<file path="src/hdl/tcw_pkg.sv">
// Package for the text console writer: geometry, codes and payload types.
// Shared by every module of the block; depends on nothing.
package tcw_pkg;

    localparam int COLS    = 80;
    localparam int ROWS    = 25;
    localparam int CELLS   = ROWS * COLS;
    localparam int ADDR_W  = $clog2(CELLS);
    localparam int ROW_W   = 5;
    localparam int COL_W   = 7;
    localparam int IDX_W   = 11;
    localparam int PADDR_W = 4;
    localparam int QDEPTH  = 4;
    localparam int QPTR_W  = $clog2(QDEPTH);
    localparam int QCNT_W  = $clog2(QDEPTH + 1);

    localparam logic [7:0]  BLANK_CHAR = 8'h20;
    localparam logic [7:0]  PLAIN_ATTR = 8'h07;
    localparam logic [15:0] RESET_CELL = 16'h0720;
    localparam logic [3:0]  TAB_MAX    = 4'd8;
    localparam logic [7:0]  CHAR_NL    = 8'h0A;
    localparam logic [7:0]  CHAR_BS    = 8'h08;
    localparam logic [7:0]  CHAR_TAB   = 8'h09;

    localparam logic [1:0] REQ_PUT   = 2'd0;
    localparam logic [1:0] REQ_CLEAR = 2'd1;
    localparam logic [1:0] REQ_READ  = 2'd2;

    localparam logic [1:0] REG_TEXT_ATTR   = 2'd0;
    localparam logic [1:0] REG_SERIAL_ECHO = 2'd1;
    localparam logic [1:0] REG_TAB_WIDTH   = 2'd2;

    localparam logic [3:0] TAB_WIDTH_RESET = 4'd4;

    typedef enum logic [2:0] {
        OP_CHAR,
        OP_NEWLINE,
        OP_BKSP,
        OP_TAB,
        OP_CLEAR,
        OP_READ,
        OP_NOP
    } op_t;

    typedef enum logic [3:0] {
        ST_INIT,
        ST_IDLE,
        ST_ECHO,
        ST_BS_WR,
        ST_TAB,
        ST_SETTLE,
        ST_SCROLL,
        ST_FILL,
        ST_READ,
        ST_FINAL
    } bstate_t;

    typedef struct packed {
        logic [1:0]  req_type;
        logic [7:0]  char_code;
        logic        plain_mode;
        logic [10:0] cell_index;
    } req_t;

    typedef struct packed {
        logic        is_echo;
        logic [7:0]  echo_byte;
        logic [4:0]  cursor_row;
        logic [6:0]  cursor_col;
        logic [10:0] cursor_index;
        logic        cursor_written;
        logic [15:0] cell_word;
        logic        last;
    } rsp_t;

    typedef struct packed {
        logic [7:0] text_attr;
        logic       serial_echo;
        logic [3:0] tab_width;
    } cfg_t;

    typedef struct packed {
        op_t              op;
        logic [7:0]       ch;
        logic [7:0]       attr;
        logic [7:0]       fill_attr;
        logic             echo;
        logic [3:0]       tab_cnt;
        logic [1:0]       tab_reps;
        logic             idx_ok;
        logic [IDX_W-1:0] cell_index;
    } cmd_t;

endpackage

</file>
<file path="src/hdl/tcw_regs.sv">
// Configuration registers behind the APB-style port.
// Depends on tcw_pkg.
module tcw_regs
    import tcw_pkg::*;
(
    input  logic               clk,
    input  logic               rst_n,
    input  logic               psel,
    input  logic               penable,
    input  logic               pwrite,
    input  logic [PADDR_W-1:0] paddr,
    input  logic [31:0]        pwdata,
    output logic [31:0]        prdata,
    output logic               pready,
    output cfg_t               cfg
);

    cfg_t       cfg_reg;
    logic       wr_en;
    logic [1:0] reg_idx;

    assign pready  = 1'b1;
    assign wr_en   = psel && penable && pwrite;
    assign reg_idx = paddr[3:2];
    assign cfg     = cfg_reg;

    always_ff @(posedge clk or negedge rst_n)
    begin
        if (!rst_n)
        begin
            cfg_reg.text_attr   <= PLAIN_ATTR;
            cfg_reg.serial_echo <= 1'b0;
            cfg_reg.tab_width   <= TAB_WIDTH_RESET;
        end
        else if (wr_en)
        begin
            case (reg_idx)
                REG_TEXT_ATTR:   cfg_reg.text_attr   <= pwdata[7:0];
                REG_SERIAL_ECHO: cfg_reg.serial_echo <= pwdata[0];
                REG_TAB_WIDTH:   cfg_reg.tab_width   <= pwdata[3:0];
                default:         ;
            endcase
        end
    end

    always_comb
    begin
        case (reg_idx)
            REG_TEXT_ATTR:   prdata = {24'd0, cfg_reg.text_attr};
            REG_SERIAL_ECHO: prdata = {31'd0, cfg_reg.serial_echo};
            REG_TAB_WIDTH:   prdata = {28'd0, cfg_reg.tab_width};
            default:         prdata = 32'd0;
        endcase
    end

endmodule

</file>
<file path="config.mk">
export PLATFORM = sky130hd
export DESIGN_NAME = tcw_regs
export DESIGN_NICKNAME = d
export VERILOG_FILES = /design/src/hdl/tcw_pkg.sv /design/src/hdl/tcw_regs.sv
export SDC_FILE = /design/constraint.sdc
export NUM_CORES = 1
export LEC_CHECK = 0
export BUFFER_PORTS_ARGS = -buffer_cell sky130_fd_sc_hd__buf_2
export CAP_MARGIN = 20
export CELL_PAD_IN_SITES_DETAIL_PLACEMENT = 2
export CELL_PAD_IN_SITES_GLOBAL_PLACEMENT = 2
export CORE_MARGIN = 8
export CORE_UTILIZATION = 19
export CTS_CLUSTER_DIAMETER = 60
export DETAILED_ROUTE_END_ITERATION = 16
export PLACE_DENSITY_LB_ADDON = 0.1
export SYNTH_ARGS = -nofsm -noshare
export SYNTH_HDL_FRONTEND = slang
export SYNTH_SLANG_ARGS = --single-unit
</file>
<file path="constraint.sdc">
create_clock -name clk -period 2.4 [get_ports clk]
set_input_delay 0.72 -clock clk [delete_from_list [all_inputs] [get_ports clk]]
set_output_delay 0.72 -clock clk [all_outputs]
set_load 0.01 [all_outputs]
</file>
# Word-level counts from Yosys, hierarchy flattened

Index checks and enable logic that the tools add are counted.

Muxes and demuxes: 1
Equal/unequal tests: 2
Reduce and logical (&&, ||, !) cells: 6

Operators with widths:

| kind                                                | count |
|---|---|
| one-hot mux 8 bit (3 select lines)                  | 1 |
| AND reduction 2 bit                                 | 3 |
| equality test 2 x 1 -> 1 bit, second input constant | 1 |
| equality test 2 bit, second input constant          | 1 |
| logical AND 1 bit                                   | 2 |
| logical NOT 2 bit                                   | 1 |

Bits in registers: 13
Bits of input ports: 41
Output and inout bits: 46

# Longest topological paths before layout

Word-level depth: 3
Depth in mapped cells: 4

# Worst setup path after synthesis

Ideal clock, no wire load.

Path kind: input to output
From: input port paddr[3]
To: output port prdata[0]
Data arrival time: 1.224 ns
Buffers on the path: 1
Required time: 1.680 ns
Stages: 3
Slack: 0.456 ns
Cells stage by stage: buf_6 mux2i_1 o21ai_0

Cells in the longest elaborated chain, start to end: 2

RTL lines:

| what                                        | line           | text |
|---|---|---|
| start, declared                             | tcw_regs.sv:11 | `input logic [PADDR_W-1:0] paddr,` |
| equality test 2 bit (tied with other cells) | tcw_regs.sv:48 | `case (reg_idx)` |
| one-hot mux 8 bit (3 select lines) (*)      | tcw_regs.sv:48 |  |
| end, declared                               | tcw_regs.sv:13 | `output logic [31:0] prdata,` |

Every way passes the cells marked *; elsewhere a longest branch is shown, timed or not.

# Worst setup path in the final report

From: input port paddr[3]
To: output port prdata[7]

The elaborated chain is that of the path after synthesis.

==> run_results.csv <==
group,metric,value,unit
outcome,status,"completed",
layout,areaGrowthSynthToFinish,18.2,%
detailed_routing,final_antenna_net_count,0,
sta,drv_slew,0,
critical_path,critical_path.top_delay_family,"simple AND/OR/NAND/NOR gates",
die,die_y,83.5,um
layout,nets,151,
synth,synth_cells,74,
synth,synthDistinctLibCells,16,
cts,cts.repair.resized,0,
synth,netlist_area,865,um2
sta,setup_tns,0,ns
cts,cts_tree,"yes",
cts,cts_sinks,13,
critical_path,end_kind,"output pin",
power,share_comb_of_total_power,31.9,%
placed_design,place_hpwl,2.00,mm
detailed_routing,first_pass_iters,3,
power,powerDensity,745,nW/um2
power,p_seq_share,42.4,%
synth,synth_top_area_share,26.0,%
cts,root_buffer,"clkbuf_8",
synth,synthTopCellsByArea,"dfrtp_1 26%, buf_4 22%, mux2_4 14%, dfstp_2 12%, mux2_2 6.5%",
cts,post_cts_buffers,0,
cts,htree_levels,1,
layout,fill_cells,515,
layout,n_antenna_cell,0,
critical_path,start_kind,"primary input",
detailed_routing,initialDrtViolationCount,13,
sta,setup_ws,0.260,ns
sta,final_hold_viol_count,0,
die,fp.dieW,83.5,um
placed_design,dp_slack,0.189,ns
cts,cts.clk_slew.worst_paths,0.06,ns
layout,final_cell_mix,"35 x buf_2, 25 x conb_1, 9 x dfrtp_1, 8 x mux2_4, 5 x mux2_2",
power,peakVddDrop,0.133,mV
critical_path,slowest_stage,"nor2_1",
global_routing,grt_overflow,0,
critical_path,required,1.68,ns
sta,grt_setup_unrepaired,"false",
synth,syn_avg_cell_area,11.7,um2
placed_design,port_buffers,35,
synth,synth_area_leader_cell,"dfrtp_1",
layout,largest_register_ff_count,13,
global_routing,antenna_found_initial,0,
synth,yosysWarnings,0,
synth,yosysSeqAreaShare,38.2,%
detailed_routing,avgRoutedWirePerCell,14.8,um
global_routing,track_usage,6.93,%
detailed_routing,drc,0,
power,power_frac_clock,25.7,%
sta,fmax,0.467,GHz
critical_path,max_stage_delay,0.24,ns
critical_path,crit_type,"in -> out",
sta,fin_skew,0,ns
detailed_routing,avgViaCountPerCell,3.60,
sta,fin_crit_sh,89.2,%
sta,whs,0.366,ns
layout,post-route-util,23.3,%
critical_path,path_common_cell,"buf_2",
sta,setup_viol,0,
power,p_leak,0.562,nW
sta,period_needed,2.14,ns
die,rows,24,
die,core_area,4380,um2
critical_path,crit_arrival,1.42,ns
detailed_routing,num_vias,579,
critical_path,crit_chain,"buf_2, nor2_1, and2_1, buf_2",
global_routing,grt_max_degree,14,
cts,ctsLongestPathBuffers,2,
layout,layout_commonest_cell,"buf_2",
synth,ys_seq_elements,13,
hold_path,hold_class,"in -> async",
cts,numCtsBuffers,3,
layout,drive_gt1_share,53.2,%
power,p_sw,0.239,mW
critical_path,path_max_fanout,9,
die,start_util,19.7,%
critical_path,cp.buffers_inverters,2,
global_routing,grt_pass1_vias,732,
power,p_total,0.761,mW
power,switching_share,31.4,%
power,intPower,0.522,mW
cts,cts_hold_buf,0,
detailed_routing,finalWirelength,2.39,mm
cts,clkLatencyLatePin,0.24,ns
job,cap_violations,0,
placed_design,globalplace.congestion,0.665,
die,io_pins,87,
global_routing,grt_pass1_wl,3.93,mm
die,die_area,6960,um2
## path summary, 6_finish.rpt
kind	from	to	slack, ns	depth (start not counted)
setup / recovery	paddr[3]	prdata[7]	0.26	4
hold / removal	rst_n	cfg[11]	0.37	1
setup reg to reg	cfg[0]	cfg[0]	1.62	1
hold reg to reg	cfg[10]	cfg[10]	0.54	1
max in group asynchronous	rst_n	cfg[5]	1.75	1
min in group clk	cfg[10]	cfg[10]	0.54	1
## layout make-up
type,count,area [um2],share of cell area (%)
multi-input combinational,56,399,39.0
sequential,13,330,32.3
timing repair buffer,36,183,17.9
tap,52,65.1,6.36
clock buffer,4,45.0,4.41
## power by group through the flow
| stage | Clock, mW | Combinational, mW | Sequential (mW) |
|---|---|---|---|
| after detailed placement | 0 | 0.249 | 0.327 |
| after global placement | 0 | 0.243 | 0.325 |
| after floorplan | 0 | 0.150 | 0.344 |
| after CTS | 0.205 | 0.249 | 0.324 |
| final | 0.195 | 0.243 | 0.323 |
| after global routing | 0.219 | 0.267 | 0.332 |
## Yosys cell counts, drive strengths merged
cell type and number:
mux2 13, nand3 1, nor2 4, and2 4
mux2i 4, dfrtp 9, dfstp 4, conb 2
or3 1, buf 28, o21ai 1, nor3b 2
nand3b 1
## stage by stage
stage	cell area [um2]	cells
2_1_floorplan	951	97
3_3_place_gp	977	157
3_5_place_dp	977	157
4_1_cts	1020	161
5_1_grt	1020	161
6_report	1020	161
## layer usage
layer  part of all wire, %  up-vias  wire (um)  track usage [%]
met5                     0        -          0                0
met4                  0.50        0         12             2.35
met3                   9.3        2        222             3.42
met2                    43       39       1020             10.0
met1                    47      279       1130             8.64
li1                      -      259          -                -
## cells by family after synthesis
group / Yosys count / share of synthesized area [%]
compound gates: 1 / 0.578
buf+inv: 28 / 25.6
flops: 13 / 38.2
mux: 17 / 25.0
other cells: 2 / 0.869
simple gates: 13 / 9.69
(Power assumes the default switching activity.)
