**src/hdl/tcw_pkg.sv**
```systemverilog
// Package for the text console writer: geometry, codes and payload types.
// Shared by every module of the block; depends on nothing.
package tcw_pkg;

    localparam int COLS    = 80;
    localparam int ROWS    = 25;
    localparam int CELLS   = ROWS * COLS;
    localparam int ADDR_W  = $clog2(CELLS);
    localparam int ROW_W   = 5;
    localparam int COL_W   = 7;
    localparam int IDX_W   = 11;
    localparam int PADDR_W = 4;
    localparam int QDEPTH  = 4;
    localparam int QPTR_W  = $clog2(QDEPTH);
    localparam int QCNT_W  = $clog2(QDEPTH + 1);

    localparam logic [7:0]  BLANK_CHAR = 8'h20;
    localparam logic [7:0]  PLAIN_ATTR = 8'h07;
    localparam logic [15:0] RESET_CELL = 16'h0720;
    localparam logic [3:0]  TAB_MAX    = 4'd8;
    localparam logic [7:0]  CHAR_NL    = 8'h0A;
    localparam logic [7:0]  CHAR_BS    = 8'h08;
    localparam logic [7:0]  CHAR_TAB   = 8'h09;

    localparam logic [1:0] REQ_PUT   = 2'd0;
    localparam logic [1:0] REQ_CLEAR = 2'd1;
    localparam logic [1:0] REQ_READ  = 2'd2;

    localparam logic [1:0] REG_TEXT_ATTR   = 2'd0;
    localparam logic [1:0] REG_SERIAL_ECHO = 2'd1;
    localparam logic [1:0] REG_TAB_WIDTH   = 2'd2;

    localparam logic [3:0] TAB_WIDTH_RESET = 4'd4;

    typedef enum logic [2:0] {
        OP_CHAR,
        OP_NEWLINE,
        OP_BKSP,
        OP_TAB,
        OP_CLEAR,
        OP_READ,
        OP_NOP
    } op_t;

    typedef enum logic [3:0] {
        ST_INIT,
        ST_IDLE,
        ST_ECHO,
        ST_BS_WR,
        ST_TAB,
        ST_SETTLE,
        ST_SCROLL,
        ST_FILL,
        ST_READ,
        ST_FINAL
    } bstate_t;

    typedef struct packed {
        logic [1:0]  req_type;
        logic [7:0]  char_code;
        logic        plain_mode;
        logic [10:0] cell_index;
    } req_t;

    typedef struct packed {
        logic        is_echo;
        logic [7:0]  echo_byte;
        logic [4:0]  cursor_row;
        logic [6:0]  cursor_col;
        logic [10:0] cursor_index;
        logic        cursor_written;
        logic [15:0] cell_word;
        logic        last;
    } rsp_t;

    typedef struct packed {
        logic [7:0] text_attr;
        logic       serial_echo;
        logic [3:0] tab_width;
    } cfg_t;

    typedef struct packed {
        op_t              op;
        logic [7:0]       ch;
        logic [7:0]       attr;
        logic [7:0]       fill_attr;
        logic             echo;
        logic [3:0]       tab_cnt;
        logic [1:0]       tab_reps;
        logic             idx_ok;
        logic [IDX_W-1:0] cell_index;
    } cmd_t;

endpackage

```
**src/hdl/tcw_fifo.sv**
```systemverilog
// Short command queue between the front end and the console engine.
// Depends on tcw_pkg.
module tcw_fifo
    import tcw_pkg::*;
(
    input  logic clk,
    input  logic rst_n,
    input  logic push,
    input  cmd_t push_data,
    output logic full,
    input  logic pop,
    output logic head_valid,
    output cmd_t head_data
);

    cmd_t              entry_reg [QDEPTH];
    logic [QPTR_W-1:0] wr_ptr_reg;
    logic [QPTR_W-1:0] rd_ptr_reg;
    logic [QCNT_W-1:0] count_reg;
    logic              do_push;
    logic              do_pop;

    assign full       = (count_reg == QCNT_W'(QDEPTH));
    assign head_valid = (count_reg != '0);
    assign head_data  = entry_reg[rd_ptr_reg];
    assign do_push    = push && !full;
    assign do_pop     = pop && head_valid;

    always_ff @(posedge clk)
    begin
        if (do_push)
        begin
            entry_reg[wr_ptr_reg] <= push_data;
        end
    end

    always_ff @(posedge clk or negedge rst_n)
    begin
        if (!rst_n)
        begin
            wr_ptr_reg <= '0;
            rd_ptr_reg <= '0;
            count_reg  <= '0;
        end
        else
        begin
            if (do_push)
            begin
                wr_ptr_reg <= wr_ptr_reg + 1'b1;
            end
            if (do_pop)
            begin
                rd_ptr_reg <= rd_ptr_reg + 1'b1;
            end
            if (do_push && !do_pop)
            begin
                count_reg <= count_reg + 1'b1;
            end
            else if (do_pop && !do_push)
            begin
                count_reg <= count_reg - 1'b1;
            end
        end
    end

endmodule

```
**config.mk**
```make
export PLATFORM = sky130hd
export DESIGN_NAME = tcw_fifo
export DESIGN_NICKNAME = d
export VERILOG_FILES = /design/src/hdl/tcw_pkg.sv /design/src/hdl/tcw_fifo.sv
export SDC_FILE = /design/constraint.sdc
export NUM_CORES = 1
export LEC_CHECK = 0
export BUFFER_PORTS_ARGS = -buffer_cell sky130_fd_sc_hd__buf_2
export CORE_UTILIZATION = 60
export CTS_CLUSTER_DIAMETER = 40
export DETAILED_ROUTE_END_ITERATION = 10
export GPL_ROUTABILITY_DRIVEN = 0
export PLACE_DENSITY = 0.8
export SYNTH_ARGS = -nofsm -noshare
export SYNTH_HDL_FRONTEND = slang
export SYNTH_SLANG_ARGS = --single-unit
```
**constraint.sdc**
```tcl
create_clock -name clk -period 9.4 [get_ports clk]
set_clock_uncertainty 0.1 [all_clocks]
set_input_delay 0.47 -clock clk [delete_from_list [all_inputs] [get_ports clk]]
set_output_delay 0.47 -clock clk [all_outputs]
set_load 0.005 [all_outputs]
```
After elaboration in Yosys (flattened, before gate mapping)

Memories as Yosys holds them, arrays and structs flattened.
Cells that the tools add are included.

$add $sub $neg: 4
Reduce and logical (&&, ||, !) cells: 9
Eq/ne operators: 1
Multiplexer cells: 4

Operators by type and width:

| cell                                              | number |
|---|---|
| 2-to-1 mux 3 bit                                  | 2 |
| adder 2 x 1 -> 2 bit (second input constant)      | 2 |
| logical AND 1 bit                                 | 4 |
| adder 3 x 1 -> 3 bit (second input constant)      | 1 |
| == test 3 bit (second input constant)             | 1 |
| logical NOT 1 bit                                 | 3 |
| nonzero test 3 bit                                | 1 |
| subtractor 3 x 1 -> 3 bit (second input constant) | 1 |
| 2-to-1 mux 1 bit                                  | 2 |
| nonzero test 2 bit                                | 1 |

Logic and storage cells: 22
Memory bits (writable): 184
Memories kept: 1
Flip-flop bits (word level): 7
Input port bits: 50

Memory list:

| memory    | depth | bits a word | read ports | clocked after Yosys merged registers in | wr ports | RTL line       | RTL |
|---|---|---|---|---|---|---|---|
| entry_reg | 4     | 46          | 1          | 0                                       | 1        | tcw_fifo.sv:16 | `cmd_t entry_reg [QDEPTH];` |

Longest topological paths before layout

Depth after elaboration: 7
Gate-level depth with buffers: 9
Mapped depth without buffers: 8

Worst setup path before layout

OpenSTA, ideal clock, no wires.

Path type: register -> register
From: register wr_ptr_reg[0]
To: memory entry_reg[0][0] in the netlist's numbering, enable pin
Clock period less this slack: 3.170 ns
Path buffers: 0
Data arrival time: 2.619 ns
Library setup time: 0.451 ns
Slack: 6.230 ns
Cell stages (with the launch flop): 5
Data required time: 8.849 ns
Cells stage by stage: dfrtp_1 > inv_1 > ha_1 > nand2_1 > nor2_1

RTL lines:

| what                     | RTL line       | RTL |
|---|---|---|
| start: declaration       | tcw_fifo.sv:17 | `logic [QPTR_W-1:0] wr_ptr_reg;` |
| start signal: assignment | tcw_fifo.sv:49 | `wr_ptr_reg <= wr_ptr_reg + 1'b1;` |
| end: declaration         | tcw_fifo.sv:16 |  |

No word-level cell before the write port.

==> reports/qor.yml <==
die_area_mm2: 0.0122
drv_cap: 0
drv_slew: 0
synth_top_family_by_area: "multiplexers"
synth_top_area_cell: "edfxtp_1"
drt_iter0_drc: 199
syn-num-nets: 332
core_area_mm2: 0.0114
setup_viol_count_final: 0
yosysTopAreaCellShare_pct: 78.3
detail_route.wl_per_cell_um: 21.9
ys_ff_latch: 191
cp_top_family: "flip-flops"
synth_area_mm2: 0.00705
setup.worst_path.class: "reg2out"
fmax_ghz: 0.348
rsz0062_at_grt: "false"
clockRootBuffer: "clkbuf_16"
clock_path_buffers: 2
drtPass1Iterations: 4
cp-end-kind: "primary output"
nFillCells: 662
crit_arrival_ps: 2300
crit_chain: "mux4_2, buf_2"
grt_max_degree: 49
drc_errors: 0
yosysWarnings: 0
rows: 39
crit_path_start_kind: "flip-flop"
antenna_found_initial: 0
cp.required_ps: 8830
routed_wl_mm: 11.9
htreeDepth: 4
ios: 98
clk_latency_ps: 410
synth_cell_type_count: 20
cts.repair.resized: 0
synth_cells: 276
drive_gt1_share_pct: 45.6
numCtsBuffers: 17
synth-compound-area-share_pct: 0
grt_usage_pct: 21.0
port_buffers: 97
grt_pass1_wl_mm: 18.5
crit_fanout: 48
fin_tns_setup_ps: 0
clkTransAtPathRegs_ps: 60
slowest_delay_ps: 1020
syn_area_per_cell_um2: 25.6
gr-total-overflow: 0
synthXorXnorAreaFrac_pct: 0.745
postCtsSetupRepairBufs: 0
nNetsFinal: 443
timing.final.crit_share_pct: 30.6
synth-simple-area-share_pct: 0.993
vias: 3161
die_y_um: 110
dieWidth_um: 110
ys_seq_area_share_pct: 80.8
hold_viol: 0
final_core_util_pct: 72.5
ant_nets: 0
synth_area_leaders: "edfxtp_1 (78%), mux4_2 (15%), dfrtp_1 (2.5%)"
dp_hpwl_mm: 6.88
cts_tree: "done"
syn2layout_area_growth_pct: 17.4
slew_headroom_pct: 36.9
initial_core_util_pct: 61.8
synthAdderAreaFrac_pct: 1.17
status: "finished, final reports clean"
period_minus_slack_ps: 2870
p_per_area_mw_per_mm2: 311
first_global_vias: 3357
cts.sink_count: 191
muxShareOfSynthArea_pct: 15.0
largest_register_ffs: 184
p_leak_nw: 2.86
crit_slowest_cell: "dfrtp_4"
hold_path_class: "in2reg"
worst-slew-pin-transition_ps: 947
via_per_inst: 5.83
vdd_drop_max_mv: 0.210
worst-path-buf-inv: 1
num_antenna_cells: 0
## metrics by stage
stage          total power (W)  instances  hold slack, ps  worst slack [ps]  instance area, um^2
2_1_floorplan          0.00166        276            74.4              6230                 7050
3_3_place_gp           0.00189        510             205              6910                 7690
6_report               0.00258        542             165              6530                 8280
3_5_place_dp           0.00191        510             212              6910                 7690
4_1_cts                0.00261        542             145              6440                 8280
5_1_grt                0.00269        542             139              6350                 8280
## synthesized netlist by cell type, drive strengths merged
cell    count
edfxtp    184
mux4       46
buf        10
dfrtp       7
ha          5
xnor2       4
and2        3
inv         3
mux2        2
nand2       2
nor2        2
xor2        2
clkbuf      1
fa          1
nand3       1
nor2b       1
nor3b       1
or3         1
## worst reg2reg max path, cell delays in order (launching register included)
cell and delay [ps]:
dfrtp_1 400, nor3b_4 180, nor2b_1 350, and2_2 570, buf_4 490
## routing by layer
| metal | up-vias | routed length, um | GRT usage (%) |
|---|---|---|---|
| li1 | 1390 | - | - |
| met1 | 1660 | 4950 | 27.4 |
| met2 | 101 | 6190 | 34.3 |
| met3 | 10 | 520 | 5.38 |
| met4 | 0 | 198 | 8.89 |
| met5 | - | 0 | 0 |
## area by class of cell
type	instances	area (um^2)	area share, %
Sequential cell	191	5710	68.9
Multi-Input combinational cell	71	1270	15.4
Timing Repair Buffer	103	533	6.44
Clock buffer	19	433	5.23
Tap cell	143	179	2.16
Clock inverter	12	145	1.75
Inverter	3	11.3	0.136
## power by group
part,switching (W),leakage [nW],internal [W]
registers,0.000128,1.77,0.00113
clock network,0.000283,0.269,0.000414
logic,0.000279,0.823,0.000343
total,0.000689,2.86,0.00189
## timing repair
| action | 4_1_cts | 5_1_grt |
|---|---|---|
| setup endpoints to repair | 0 | 0 |
| hold buffers | 1 | 0 |
| endpoints found under the hold margin | 7 | 0 |
## cell usage in the layout, fill, tap and decap left out, types with 2 or more instances in the layout
cell / Yosys / layout
inv_1: 3 / 3
clkinvlp_4: 0 / 3
clkinv_4: 0 / 2
xor2_1: 2 / 2
bufinv_16: 0 / 3
nand2_1: 2 / 2
and2_2: 0 / 3
dfrtp_1: 7 / 5
clkinv_1: 0 / 4
ha_1: 5 / 5
mux2_2: 2 / 2
xnor2_1: 4 / 4
buf_4: 2 / 5
mux4_2: 46 / 46
buf_2: 5 / 97
clkbuf_1: 1 / 2
clkbuf_16: 0 / 17
edfxtp_1: 184 / 184
## final timing paths
path	startpoint	slack, ps	depth (start not counted)	to
min in group asynchronous	rst_n	320	2	count_reg[2]$_DFFE_PN0P_
max in group asynchronous	rst_n	8710	2	rd_ptr_reg[0]$_DFFE_PN0P_
max reg2reg	count_reg[2]$_DFFE_PN0P_	6950	4	entry_reg[1][30]$_DFFE_PP_
min	push_data[1]	170	1	entry_reg[1][1]$_DFFE_PP_
max	rd_ptr_reg[0]$_DFFE_PN0P_	6530	2	head_data[20]
min reg2reg	count_reg[2]$_DFFE_PN0P_	400	1	count_reg[2]$_DFFE_PN0P_
## cell families (layout without fill, tap and decap cells)
logic type    Yosys count  count (layout)
fa+ha+maj               6               6
buf+inv                14             137
simple gates           11              11
xor+xnor                6               6
mux                    48              48
flops                 191             191
No activity file was read; power rests on OpenSTA's default activity.
