$ cat src/hdl/tcw_pkg.sv
// Package for the text console writer: geometry, codes and payload types.
// Shared by every module of the block; depends on nothing.
package tcw_pkg;

    localparam int COLS    = 80;
    localparam int ROWS    = 25;
    localparam int CELLS   = ROWS * COLS;
    localparam int ADDR_W  = $clog2(CELLS);
    localparam int ROW_W   = 5;
    localparam int COL_W   = 7;
    localparam int IDX_W   = 11;
    localparam int PADDR_W = 4;
    localparam int QDEPTH  = 4;
    localparam int QPTR_W  = $clog2(QDEPTH);
    localparam int QCNT_W  = $clog2(QDEPTH + 1);

    localparam logic [7:0]  BLANK_CHAR = 8'h20;
    localparam logic [7:0]  PLAIN_ATTR = 8'h07;
    localparam logic [15:0] RESET_CELL = 16'h0720;
    localparam logic [3:0]  TAB_MAX    = 4'd8;
    localparam logic [7:0]  CHAR_NL    = 8'h0A;
    localparam logic [7:0]  CHAR_BS    = 8'h08;
    localparam logic [7:0]  CHAR_TAB   = 8'h09;

    localparam logic [1:0] REQ_PUT   = 2'd0;
    localparam logic [1:0] REQ_CLEAR = 2'd1;
    localparam logic [1:0] REQ_READ  = 2'd2;

    localparam logic [1:0] REG_TEXT_ATTR   = 2'd0;
    localparam logic [1:0] REG_SERIAL_ECHO = 2'd1;
    localparam logic [1:0] REG_TAB_WIDTH   = 2'd2;

    localparam logic [3:0] TAB_WIDTH_RESET = 4'd4;

    typedef enum logic [2:0] {
        OP_CHAR,
        OP_NEWLINE,
        OP_BKSP,
        OP_TAB,
        OP_CLEAR,
        OP_READ,
        OP_NOP
    } op_t;

    typedef enum logic [3:0] {
        ST_INIT,
        ST_IDLE,
        ST_ECHO,
        ST_BS_WR,
        ST_TAB,
        ST_SETTLE,
        ST_SCROLL,
        ST_FILL,
        ST_READ,
        ST_FINAL
    } bstate_t;

    typedef struct packed {
        logic [1:0]  req_type;
        logic [7:0]  char_code;
        logic        plain_mode;
        logic [10:0] cell_index;
    } req_t;

    typedef struct packed {
        logic        is_echo;
        logic [7:0]  echo_byte;
        logic [4:0]  cursor_row;
        logic [6:0]  cursor_col;
        logic [10:0] cursor_index;
        logic        cursor_written;
        logic [15:0] cell_word;
        logic        last;
    } rsp_t;

    typedef struct packed {
        logic [7:0] text_attr;
        logic       serial_echo;
        logic [3:0] tab_width;
    } cfg_t;

    typedef struct packed {
        op_t              op;
        logic [7:0]       ch;
        logic [7:0]       attr;
        logic [7:0]       fill_attr;
        logic             echo;
        logic [3:0]       tab_cnt;
        logic [1:0]       tab_reps;
        logic             idx_ok;
        logic [IDX_W-1:0] cell_index;
    } cmd_t;

endpackage

$ cat src/hdl/tcw_front.sv
// Front end: accepts requests and turns them into console commands.
// Depends on tcw_pkg; feeds tcw_fifo.
module tcw_front
    import tcw_pkg::*;
(
    input  logic req_valid,
    output logic req_ready,
    input  req_t req,
    input  cfg_t cfg,
    input  logic init_done,
    input  logic q_full,
    output logic q_push,
    output cmd_t q_data
);

    logic [3:0] tab_sat;

    assign req_ready = init_done && !q_full;
    assign q_push    = req_valid && req_ready;
    assign tab_sat   = (cfg.tab_width > TAB_MAX) ? TAB_MAX : cfg.tab_width;

    always_comb
    begin
        q_data            = '0;
        q_data.ch         = req.char_code;
        q_data.attr       = req.plain_mode ? PLAIN_ATTR : cfg.text_attr;
        q_data.fill_attr  = cfg.text_attr;
        q_data.echo       = req.plain_mode || cfg.serial_echo;
        q_data.tab_cnt    = tab_sat;
        q_data.tab_reps   = cfg.serial_echo ? (req.plain_mode ? 2'd1 : 2'd2) : 2'd0;
        q_data.idx_ok     = (req.cell_index < IDX_W'(CELLS));
        q_data.cell_index = req.cell_index;
        case (req.req_type)
            REQ_PUT:
            begin
                case (req.char_code)
                    CHAR_NL:  q_data.op = OP_NEWLINE;
                    CHAR_BS:  q_data.op = OP_BKSP;
                    CHAR_TAB: q_data.op = OP_TAB;
                    default:  q_data.op = OP_CHAR;
                endcase
            end
            REQ_CLEAR: q_data.op = OP_CLEAR;
            REQ_READ:  q_data.op = OP_READ;
            default:   q_data.op = OP_NOP;
        endcase
    end

endmodule

$ cat config.mk
export PLATFORM = sky130hd
export DESIGN_NAME = tcw_front
export DESIGN_NICKNAME = d
export VERILOG_FILES = /design/src/hdl/tcw_pkg.sv /design/src/hdl/tcw_front.sv
export SDC_FILE = /design/constraint.sdc
export NUM_CORES = 1
export LEC_CHECK = 0
export ABC_AREA = 1
export BUFFER_PORTS_ARGS = -buffer_cell sky130_fd_sc_hd__buf_2
export CAP_MARGIN = 15
export CORE_MARGIN = 4
export CORE_UTILIZATION = 28
export DETAILED_ROUTE_END_ITERATION = 8
export GPL_TIMING_DRIVEN = 0
export PLACE_DENSITY = 0.84
export SETUP_SLACK_MARGIN = 0.02
export SYNTH_ARGS = -nofsm -noshare
export SYNTH_HDL_FRONTEND = slang
export SYNTH_SLANG_ARGS = --single-unit
$ cat constraint.sdc
create_clock -name vclk -period 1.4
set_input_delay 0.28 -clock vclk [all_inputs]
set_output_delay 0.28 -clock vclk [all_outputs]
set_load 0.03 [all_outputs]
After elaboration in Yosys (flattened, before gate mapping)

Cells that the tools add are included.
Widths: inputs -> output; s select.

Flip-flop bits (word level): 0
Input port bits: 38
Logic and storage cells: 18

$lt $le $gt $ge: 2
Eq/ne operators: 5
Mux-type cells: 6
Reduce and logical (&&, ||, !) cells: 5

Operators with widths:

| cell                 | count |
|---|---|
| $eq 8x4->1 const B   | 3 |
| $lt 11x11->1 const B | 1 |
| $pmux 3 s3           | 1 |
| $mux 8               | 1 |
| $pmux 2 s3           | 1 |
| $gt 4x4->1 const B   | 1 |
| $mux 2               | 2 |
| $mux 4               | 1 |
| $eq 2x1->1 const B   | 1 |
| $eq 2x2->1 const B   | 1 |
| $logic_and 1x1->1    | 2 |
| $logic_not 2->1      | 1 |
| $logic_not 1->1      | 1 |
| $logic_or 1x1->1     | 1 |

Depth between registers and ports, before layout

Gate-level depths: netlist of the first run.

Depth after elaboration: 3
Gate-level depth with buffers: 8
Depth with buffers taken out: 8

Worst setup path after synthesis of the first run

No wires, ideal clock.

Path type: input-to-output
From: input port cfg[1] (netlist name)
To: output port q_data[15] (netlist name)
Arrival: 1.110 ns
Required time: 1.120 ns
Slack: 0.010 ns
Stages on the path: 3
Buffers on the path: 0
Cells stage by stage: nor2_1 > nand2_1 > a21boi_0

RTL lines:

| item            | RTL line        | source |
|---|---|---|
| start, declared | tcw_front.sv:9  | `input cfg_t cfg,` |
| end, declared   | tcw_front.sv:13 | `output cmd_t q_data` |

==> out/summary.txt, run 1 <==
data arrival time of the critical path - 1.09 ns
area of all placed cells without fillers - 0.00100 mm²
footprint of the flip-flops and latches - 0 µm²
Non-Filler Instances - 188
kind of end point of the critical path - primary output
cell count after synthesis - 88
number of core rows - 14
static leakage power - 0.671 nW
status - completed
Post-Synth Adder-Cell Area - 5.17%
final period demand of the worst path - 1.37 ns
first-pass GRT wire length - 2720 µm
area of the core - 0.00158 mm²
die height - 49.6 µm
top fanout value on the critical path - 3
count of different cell masters after synthesis - 13
most used cells in the layout excluding fill and tap cells - 78 x sky130_fd_sc_hd__buf_2, 29 x sky130_fd_sc_hd__buf_4, 16 x sky130_fd_sc_hd__nor2_1
areal power density over the cells - 418 mW/mm²
post-cts hold buffer count - 0
RSZ-0062 raised after global routing - yes
DR pass1 iterations - 2
width of the chip - 49.6 µm
PortBufs - 82
share of final-layout standard cells stronger than drive strength 1 - 70.9%
portion of the post-synthesis area used by sequential elements - 0%
count of antenna diodes in the layout - 0
placed wire-length estimate - 1630 µm
DRC Markers - 0
parity-gate share of the synthesized area counting xor and xnor cells - 0%
full die area - 0.00246 mm²
all-layer global routing usage - 12.9%
Via Count - 783
fin. max-slew vios - 0
yosys synthesis warning count - 0
final setup fails - 0
FFs & Latches - 0
syn avg cell area - 5.50 µm²
type of element launching the critical path - input port
fmax - 728 MHz
final estimated routing congestion in global placement - 0.662
dominant combinational cell family by area after synthesis - buffers and inverters
Total Nets Final - 214
area share of and/or/nand/nor cells after synthesis - 34.4%
path type of the worst setup path - input port to primary output
Initial Utilization - 30.7%
worst slew pin tran - 0.165 ns
number of failing hold endpoints at the final stage - 0
worst relative slew slack - 89.1%
mapped cell area - 484 µm²
clock buffers - 0
proportion of synthesized area in mux cells - 0%
count of nets left with antenna violations after detail routing - 0
VDD IR max - 0.209 mV
most common cell after layout, fill and taps aside - sky130_fd_sc_hd__buf_2
initial drt markers - 3
average wire per standard cell - 9.39 µm
vias in the first global route - 766
drt total wl - 1770 µm
antenna violations before repair - 0
number of nets in the synthesized netlist - 128
Worst Hold Slack - 0.813 ns
area after detailed placement - 917 µm²
final critical-path share of the clock period - 98.1%
HP Class - input port to primary output
pin count of the biggest net entering global routing - 11
Setup TNS Final - 0 ns
compound-gate portion of the synthesized area - 1.55%
area growth from synthesis to layout - 107%
Max-Cap Viols - 0
Data required, critical path - 1.12 ns
count of placed standard cells including taps - 186
Top-Level Pins - 86
Via-to-Cell Ratio - 4.16
global route overflow - 0
## stage by stage
| stage | power [W] | util, % | setup slack, ns |
|---|---|---|---|
| 4_1_cts | 0.000411 | 61.2 | 0.0115 |
| 2_1_floorplan | 0.000260 | - | 0.0784 |
| 3_3_place_gp | 0.000384 | 58.2 | -0.115 |
| 6_report | 0.000418 | 63.5 | 0.0265 |
| 3_5_place_dp | 0.000392 | 58.2 | -0.152 |
| 5_1_grt | 0.000447 | 63.5 | -0.0389 |
## critical path: stages
cell,delay (ns)
sky130_fd_sc_hd__buf_8,0.11
sky130_fd_sc_hd__inv_8,0.05
sky130_fd_sc_hd__ha_4,0.13
sky130_fd_sc_hd__inv_2,0.04
sky130_fd_sc_hd__nor2_2,0.08
sky130_fd_sc_hd__nand2_1,0.05
sky130_fd_sc_hd__nor2_1,0.09
sky130_fd_sc_hd__nand2_1,0.06
sky130_fd_sc_hd__nand2_1,0.07
sky130_fd_sc_hd__buf_6,0.13
## layout make-up
type | count | area (µm²)
Multi-Input combinational cell | 41 | 229
Inverter | 18 | 80.1
Tap cell | 16 | 20.0
Fill cell | 140 | 576
Timing Repair Buffer | 84 | 454
Buffer | 29 | 218
## power by group
part / internal, W / switching [W] / leakage, nW
Combinational: 0.000173 / 0.000245 / 0.671
Clock: 0 / 0 / 0
Sequential: 0 / 0 / 0
## layer usage
| metal | global-route usage, % | wire [µm] | up-vias |
|---|---|---|---|
| met5 | 0 | 0 | - |
| met4 | 0 | 0 | 0 |
| met3 | 5.12 | 330 | 0 |
| met2 | 26.9 | 870 | 66 |
| met1 | 12.0 | 565 | 325 |
| li1 | - | - | 392 |
## path summary, 6_finish.rpt
| check | startpoint | endpoint | cells after the start |
|---|---|---|---|
| hold / removal | req[2] | q_data[2] | 2 |
| setup / recovery | req[21] | q_data[43] | 10 |
## what timing repair did
action,CTS,global route
gates resized for setup,13,7
hold endpoints to repair,0,0
pin swaps,1,5
buffers inserted,0,2
endpoints found under the setup margin,2,2
## synth_stat cells
cell	number	area (µm²)
sky130_fd_sc_hd__clkbuf_1	1	3.75
sky130_fd_sc_hd__nand2_1	13	48.8
sky130_fd_sc_hd__a21boi_0	1	7.51
sky130_fd_sc_hd__nor2_1	16	60.1
sky130_fd_sc_hd__nand4_1	1	6.26
sky130_fd_sc_hd__ha_1	2	25.0
sky130_fd_sc_hd__or2_1	3	18.8
sky130_fd_sc_hd__nor3b_1	1	7.51
sky130_fd_sc_hd__nor2_2	2	12.5
sky130_fd_sc_hd__or2_2	2	12.5
sky130_fd_sc_hd__buf_4	27	203
sky130_fd_sc_hd__buf_6	1	11.3
sky130_fd_sc_hd__inv_1	18	67.6
## kinds of logic after synthesis
group / after synthesis
adder cells (fa/ha/maj): 2
AO/OA/AOI/OAI: 1
buffers and inverters: 47
AND/OR/NAND/NOR: 38
Power figures use the tool's default switching activity.
==> inputs of run 2 (changes only) <==
--- a/config.mk
+++ b/config.mk
@@ -5,14 +5,14 @@
 export SDC_FILE = /design/constraint.sdc
 export NUM_CORES = 1
 export LEC_CHECK = 0
-export ABC_AREA = 1
 export BUFFER_PORTS_ARGS = -buffer_cell sky130_fd_sc_hd__buf_2
 export CAP_MARGIN = 15
 export CORE_MARGIN = 4
-export CORE_UTILIZATION = 28
+export CORE_UTILIZATION = 26
 export DETAILED_ROUTE_END_ITERATION = 8
 export GPL_TIMING_DRIVEN = 0
-export PLACE_DENSITY = 0.84
+export PLACE_DENSITY_LB_ADDON = 0.12
+export REMOVE_ABC_BUFFERS = 1
 export SETUP_SLACK_MARGIN = 0.02
 export SYNTH_ARGS = -nofsm -noshare
 export SYNTH_HDL_FRONTEND = slang
==> run 2 against run 1 <==
Final cell count down 34%. Area after synthesis is 14% lower. Sequential share of layout area unchanged. The flow now finishes with violations (negative setup slack). Critical path depth is 5 lower. Clock-buffer cell count unchanged. Total power shrank 26%. Non-clock buffer count shrank 35. Worst hold slack got worse by 0.25 ns. Synthesized cell count shrank 33%. Critical endpoint unchanged. Largest cell class unchanged.
==> out/summary.txt, run 2 <==
count of antenna diodes in the layout - 0 (unchanged)
worst slew pin tran - 0.193 ns (was 0.165 ns)
area of all placed cells without fillers - 656 µm² (was 0.00100 mm²)
fin. max-slew vios - 0 (unchanged)
VDD IR max - 0.220 mV (was 0.209 mV)
delay of the slowest cell on the worst path - 0.24 ns (was 0.13 ns)
initial drt markers - 2 (was 3)
Setup TNS Final - -0.0574 ns (was 0 ns)
count of nets left with antenna violations after detail routing - 0 (unchanged)
final estimated routing congestion in global placement - 0.750 (was 0.662)
FFs & Latches - 0 (unchanged)
number of core rows - 14 (unchanged)
utilization after layout - 43.5% (was 63.5%)
DRC Markers - 0 (unchanged)
final period demand of the worst path - 1.46 ns (was 1.37 ns)
Via-to-Cell Ratio - 3.98 (was 4.16)
crit path cell chain - buf_8 -> nor4_4 -> nand3b_1 -> o32ai_2 -> buf_4 (was buf_8 -> inv_8 -> ha_4 -> inv_2 -> nor2_2 -> nand2_1 -> nor2_1 -> nand2_1 -> nand2_1 -> buf_6)
width of the chip - 48.0 µm (was 49.6 µm)
area after detailed placement - 616 µm² (was 917 µm²)
antenna violations before repair - 0 (unchanged)
most common cell after layout, fill and taps aside - sky130_fd_sc_hd__buf_2 (unchanged)
drt total wl - 1380 µm (was 1770 µm)
fraction of synthesized cell area taken by the top area cell type - 48.8% (was 41.9%)
Worst Setup Slack, final - -0.0574 ns (was 0.0265 ns)
placed wire-length estimate - 1250 µm (was 1630 µm)
full die area - 0.00230 mm² (was 0.00246 mm²)
filler cell count in the final layout - 176 (was 140)
area growth from synthesis to layout - 57.8% (was 107%)
all-layer global routing usage - 9.92% (was 12.9%)
pin count of the biggest net entering global routing - 12 (was 11)
area of the core - 0.00151 mm² (was 0.00158 mm²)
final setup fails - 1 (was 0)
number of failing hold endpoints at the final stage - 0 (unchanged)
yosys synthesis warning count - 0 (unchanged)
Initial Utilization - 27.6% (was 30.7%)
Worst Hold Slack - 0.560 ns (was 0.813 ns)
RSZ-0062 raised after global routing - yes (unchanged)
die height - 48.0 µm (was 49.6 µm)
global route overflow - 0 (unchanged)
footprint of the flip-flops and latches - 0 µm² (unchanged)
static leakage power - 0.400 nW (was 0.671 nW)
post-cts hold buffer count - 0 (unchanged)
fmax - 686 MHz (was 728 MHz)
cell with the biggest individual delay on the critical path - sky130_fd_sc_hd__nor4_4 (was sky130_fd_sc_hd__ha_4)
Post-CTS Setup Bufs - 0 (unchanged)
cell types with the highest counts after synthesis - 27 x sky130_fd_sc_hd__buf_4, 10 x sky130_fd_sc_hd__nor2b_1, 4 x sky130_fd_sc_hd__or2_2 (was 27 x sky130_fd_sc_hd__buf_4, 18 x sky130_fd_sc_hd__inv_1, 16 x sky130_fd_sc_hd__nor2_1)
final critical-path share of the clock period - 104% (was 98.1%)
Via Count - 493 (was 783)
HP Class - input port to primary output (unchanged)
Place WS - -0.173 ns (was -0.152 ns)
type of element launching the critical path - input port (unchanged)
first-pass GRT wire length - 1750 µm (was 2720 µm)
most area-consuming cells after synthesis - sky130_fd_sc_hd__buf_4 49%, sky130_fd_sc_hd__nor2b_1 15%, sky130_fd_sc_hd__ha_1 6.0% (was sky130_fd_sc_hd__buf_4 42%, sky130_fd_sc_hd__inv_1 14%, sky130_fd_sc_hd__nor2_1 12%)
average wire per standard cell - 11.1 µm (was 9.39 µm)
DR pass1 iterations - 2 (unchanged)
status - complete, but fails checks (was completed)
violations in the final reports - negative setup slack
Data required, critical path - 1.12 ns (about the same)
areal power density over the cells - 473 mW/mm² (was 418 mW/mm²)
cell count after synthesis - 59 (was 88)
most used cells in the layout excluding fill and tap cells - 74 x sky130_fd_sc_hd__buf_2, 10 x sky130_fd_sc_hd__nor2b_1, 4 x sky130_fd_sc_hd__or2_2 (was 78 x sky130_fd_sc_hd__buf_2, 29 x sky130_fd_sc_hd__buf_4, 16 x sky130_fd_sc_hd__nor2_1)
worst relative slew slack - 87.1% (was 89.1%)
path type of the worst setup path - input port to primary output (unchanged)
PortBufs - 78 (was 82)
mapped cell area - 415 µm² (was 484 µm²)
top fanout value on the critical path - 2 (was 3)
kind of end point of the critical path - primary output (unchanged)
data arrival time of the critical path - 1.18 ns (was 1.09 ns)
Total Nets Final - 150 (was 214)
Top-Level Pins - 86 (unchanged)
syn avg cell area - 7.04 µm² (was 5.50 µm²)
clock buffers - 0 (unchanged)
count of different cell masters after synthesis - 16 (was 13)
portion of the post-synthesis area used by sequential elements - 0% (unchanged)
vias in the first global route - 420 (was 766)
Max-Cap Viols - 0 (unchanged)
share of final-layout standard cells stronger than drive strength 1 - 79.6% (was 70.9%)
leading cell type by number of instances after synthesis - sky130_fd_sc_hd__buf_4 (unchanged)
cell type with the largest total area after synthesis - sky130_fd_sc_hd__buf_4 (unchanged)
==> run 2: changes by cell type after synthesis, sizes merged, moves of 2 or more <==
cell / previous run / this run
and2: 0 / 2
inv: 18 / 3
nor2: 18 / 0
nand2: 13 / 1
nor2b: 0 / 10
==> run 2: cell type report <==
| class | count | area, µm² | area share, % |
|---|---|---|---|
| well taps | 16 | 20.0 | 3.05 |
| repair buffers | 78 | 412 | 62.8 |
| inverters | 3 | 11.3 | 1.72 |
| multi-input cells | 27 | 213 | 32.4 |
==> run 2: cells by family after synthesis <==
family	after synthesis	share of synthesized area (%)
AOI/OAI and AO/OA	3	5.72
xor gates and xnor gates	1	2.11
adders and majority gates	2	6.02
buffers and inverters	32	53.3
and+or+nand+nor	21	32.8
==> run 2: metrics by stage <==
step,total power [W],instances
6_report,0.000310,124
5_1_grt,0.000331,124
4_1_cts,0.000308,124
3_5_place_dp,0.000299,124
3_3_place_gp,0.000299,124
2_1_floorplan,0.0000977,30
==> run 2: power breakdown <==
group          internal (W)  switching [W]
sequential                0              0
clock                     0              0
combinational      0.000108       0.000202
total              0.000108       0.000202
==> run 2: worst paths after layout <==
check | start | end | slack (ns) | depth (start not counted)
worst max-delay path | req[18] | q_data[43] | -0.06 | 5
worst min-delay path | req[2] | q_data[2] | 0.56 | 0
==> run 2: routing by layer <==
metal	track usage [%]	vias to the layer above	wire length, µm
met5	0	-	0
met1	12.4	205	469
met3	1.88	0	116
met2	18.5	30	788
met4	0	0	0
li1	-	258	-
==> run 2: critical path, delay by kind of cell <==
| kind | cells | cell delay, ns |
|---|---|---|
| compound gates | 1 | 0.21 |
| buf+inv | 2 | 0.30 |
| simple gates | 2 | 0.38 |
==> run 2: timing repair <==
item	CTS	global route
pin swaps	3	1
resized for setup	7	2
setup endpoints to repair	2	2
==> inputs of run 3 (changes only) <==
--- a/config.mk
+++ b/config.mk
@@ -12,7 +12,6 @@
 export DETAILED_ROUTE_END_ITERATION = 8
 export GPL_TIMING_DRIVEN = 0
 export PLACE_DENSITY_LB_ADDON = 0.12
-export REMOVE_ABC_BUFFERS = 1
 export SETUP_SLACK_MARGIN = 0.02
 export SYNTH_ARGS = -nofsm -noshare
 export SYNTH_HDL_FRONTEND = slang
==> run 3 against run 2 <==
The flow still finishes with violations (negative setup slack). Utilization up 18 points. Non-clock buffer count up 34. Sequential share of layout area unchanged. Die area unchanged. First-iteration DRC count down 50%. Fmax down 3.0%. Largest cell class unchanged.
==> out/summary.txt, run 3 (synthesized netlist as in run 2, its figures left out) <==
status - complete, but fails checks (unchanged)
violations in the final reports - negative setup slack (unchanged)
FFs & Latches - 0 (unchanged)
sw power - 0.000233 W (was 0.000202 W)
fmax - 665 MHz (was 686 MHz)
number of failing hold endpoints at the final stage - 0 (unchanged)
number of nets in the synthesized netlist - 99
static leakage power - 0.564 nW (was 0.400 nW)
average wire per standard cell - 9.61 µm (was 11.1 µm)
Non-Filler Instances - 158 (was 124)
final critical-path share of the clock period - 107% (was 104%)
areal power density over the cells - 432 mW/mm² (was 473 mW/mm²)
PortBufs - 82 (was 78)
initial drt markers - 1 (was 2)
Internal Power - 0.000170 W (was 0.000108 W)
count of antenna diodes in the layout - 0 (unchanged)
placed wire-length estimate - 1290 µm (was 1250 µm)
final setup fails - 2 (was 1)
area growth from synthesis to layout - 124% (was 57.8%)
DR pass1 iterations - 2 (unchanged)
utilization after layout - 61.9% (was 43.5%)
VDD IR max - 0.238 mV (was 0.220 mV)
share of final-layout standard cells stronger than drive strength 1 - 85.2% (was 79.6%)
count of nets left with antenna violations after detail routing - 0 (unchanged)
data arrival time of the critical path - 1.22 ns (was 1.18 ns)
most used cells in the layout excluding fill and tap cells - 78 x sky130_fd_sc_hd__buf_2, 29 x sky130_fd_sc_hd__buf_4, 9 x sky130_fd_sc_hd__nor2b_1 (was 74 x sky130_fd_sc_hd__buf_2, 10 x sky130_fd_sc_hd__nor2b_1, 4 x sky130_fd_sc_hd__or2_2)
vias in the first global route - 534 (was 420)
DRC Markers - 0 (unchanged)
Worst Setup Slack, final - -0.103 ns (was -0.0574 ns)
post-cts hold buffer count - 0 (unchanged)
kind of end point of the critical path - primary output (unchanged)
Data required, critical path - 1.12 ns (about the same)
clock group share of total power - 0% (about the same)
top fanout value on the critical path - 2 (unchanged)
Max-Cap Viols - 0 (unchanged)
share of power burned in registers - 0% (about the same)
global route overflow - 0 (unchanged)
count of placed standard cells including taps - 157 (was 124)
Top-Level Pins - 86 (unchanged)
number of core rows - 14 (unchanged)
all-layer global routing usage - 11.3% (was 9.92%)
footprint of the flip-flops and latches - 0 µm² (unchanged)
full die area - 0.00230 mm² (unchanged)
cell depth of the worst min-delay path - 2 (was 0)
startpoint of the worst setup timing path - req[16] (was req[18])
drt total wl - 1520 µm (was 1380 µm)
first-pass GRT wire length - 1970 µm (was 1750 µm)
Via Count - 625 (was 493)
RSZ-0062 raised after global routing - yes (unchanged)
path type of the worst setup path - input port to primary output (unchanged)
die height - 48.0 µm (unchanged)
Via-to-Cell Ratio - 3.96 (was 3.98)
Initial Utilization - 27.6% (unchanged)
width of the chip - 48.0 µm (unchanged)
final period demand of the worst path - 1.50 ns (was 1.46 ns)
worst relative slew slack - 81.9% (was 87.1%)
pin count of the biggest net entering global routing - 11 (was 12)
worst slew pin tran - 0.270 ns (was 0.193 ns)
Total Nets Final - 184 (was 150)
most common cell after layout, fill and taps aside - sky130_fd_sc_hd__buf_2 (unchanged)
delay of the slowest cell on the worst path - 0.26 ns (was 0.24 ns)
power share of the combinational group - 100.0% (about the same)
cell with the biggest individual delay on the critical path - sky130_fd_sc_hd__nor4_4 (unchanged)
final estimated routing congestion in global placement - 0.652 (was 0.750)
HP Class - input port to primary output (unchanged)
fin. max-slew vios - 0 (unchanged)
antenna violations before repair - 0 (unchanged)
clock buffers - 0 (unchanged)
area of the core - 0.00151 mm² (unchanged)
type of element launching the critical path - input port (unchanged)
worst setup path endpoint - q_data[44] (was q_data[43])
switching power share of the total - 57.7% (was 65.1%)
crit path cell chain - buf_8 -> nor4_4 -> nand3b_1 -> buf_4 -> o22ai_4 -> buf_6 (was buf_8 -> nor4_4 -> nand3b_1 -> o32ai_2 -> buf_4)
-- run 3: cell count changes in the layout (fill, tap and decap cells not counted), sizes merged --
| cell | change |
|---|---|
| clkbuf | +1 |
| buf | +33 |
-- run 3: per-stage QoR --
stage | setup WS (ns) | setup TNS (ns) | area, µm² | hold slack [ns] | power [W]
6_report | -0.103 | -0.201 | 932 | 0.810 | 0.000403
4_1_cts | -0.102 | -0.196 | 925 | 0.812 | 0.000398
5_1_grt | -0.199 | -0.389 | 932 | 0.820 | 0.000429
2_1_floorplan | -0.0197 | -0.0197 | 443 | 0.625 | 0.000257
3_3_place_gp | -0.240 | -0.308 | 873 | 0.813 | 0.000378
3_5_place_dp | -0.256 | -0.339 | 873 | 0.812 | 0.000382
-- run 3: timing repair --
| item | 4_1_cts | 5_1_grt |
|---|---|---|
| gates cloned | 0 | 0 |
| resized for setup | 9 | 2 |
| pin swaps | 4 | 2 |
| endpoints found under the setup margin | 2 | 7 |
| setup buffers | 2 | 0 |
-- run 3: power groups by stage --
| stage | registers (W) | logic [W] | clock network, W |
|---|---|---|---|
| final | 0 | 0.000403 | 0 |
| after floorplan | 0 | 0.000257 | 0 |
| after CTS | 0 | 0.000398 | 0 |
| after global placement | 0 | 0.000378 | 0 |
| after global routing | 0 | 0.000429 | 0 |
| after detailed placement | 0 | 0.000382 | 0 |
-- run 3: worst min-delay path by stage --
| stage | start | to | slack (ns) |
|---|---|---|---|
| 2_1_floorplan | q_full | req_ready | 0.63 |
| 3_5_place_dp | req[3] | q_data[3] | 0.81 |
| 4_1_cts | req[3] | q_data[3] | 0.81 |
| 5_1_grt | req[0] | q_data[0] | 0.82 |
| 6_report | req[3] | q_data[3] | 0.81 |
| 3_3_place_gp | req[2] | q_data[2] | 0.81 |
-- run 3: area by class of cell --
type,count,area [µm²]
Buffer,28,206
Fill cell,141,574
Inverter,3,11.3
Multi-Input combinational cell,27,240
Tap cell,16,20.0
Timing Repair Buffer,84,454
-- run 3: worst max-delay path, delay by kind of cell --
kind,cells,cell delay (ns)
simple gates,2,0.42
buf+inv,3,0.42
compound gates,1,0.09
-- run 3: metal layers --
layer  routed length, µm  vias up  GRT usage (%)
met5                   0        -              0
met4                   0        0              0
met3                 220        0           1.88
met2                 836       47           24.8
met1                 462      251           11.3
li1                    -      327              -
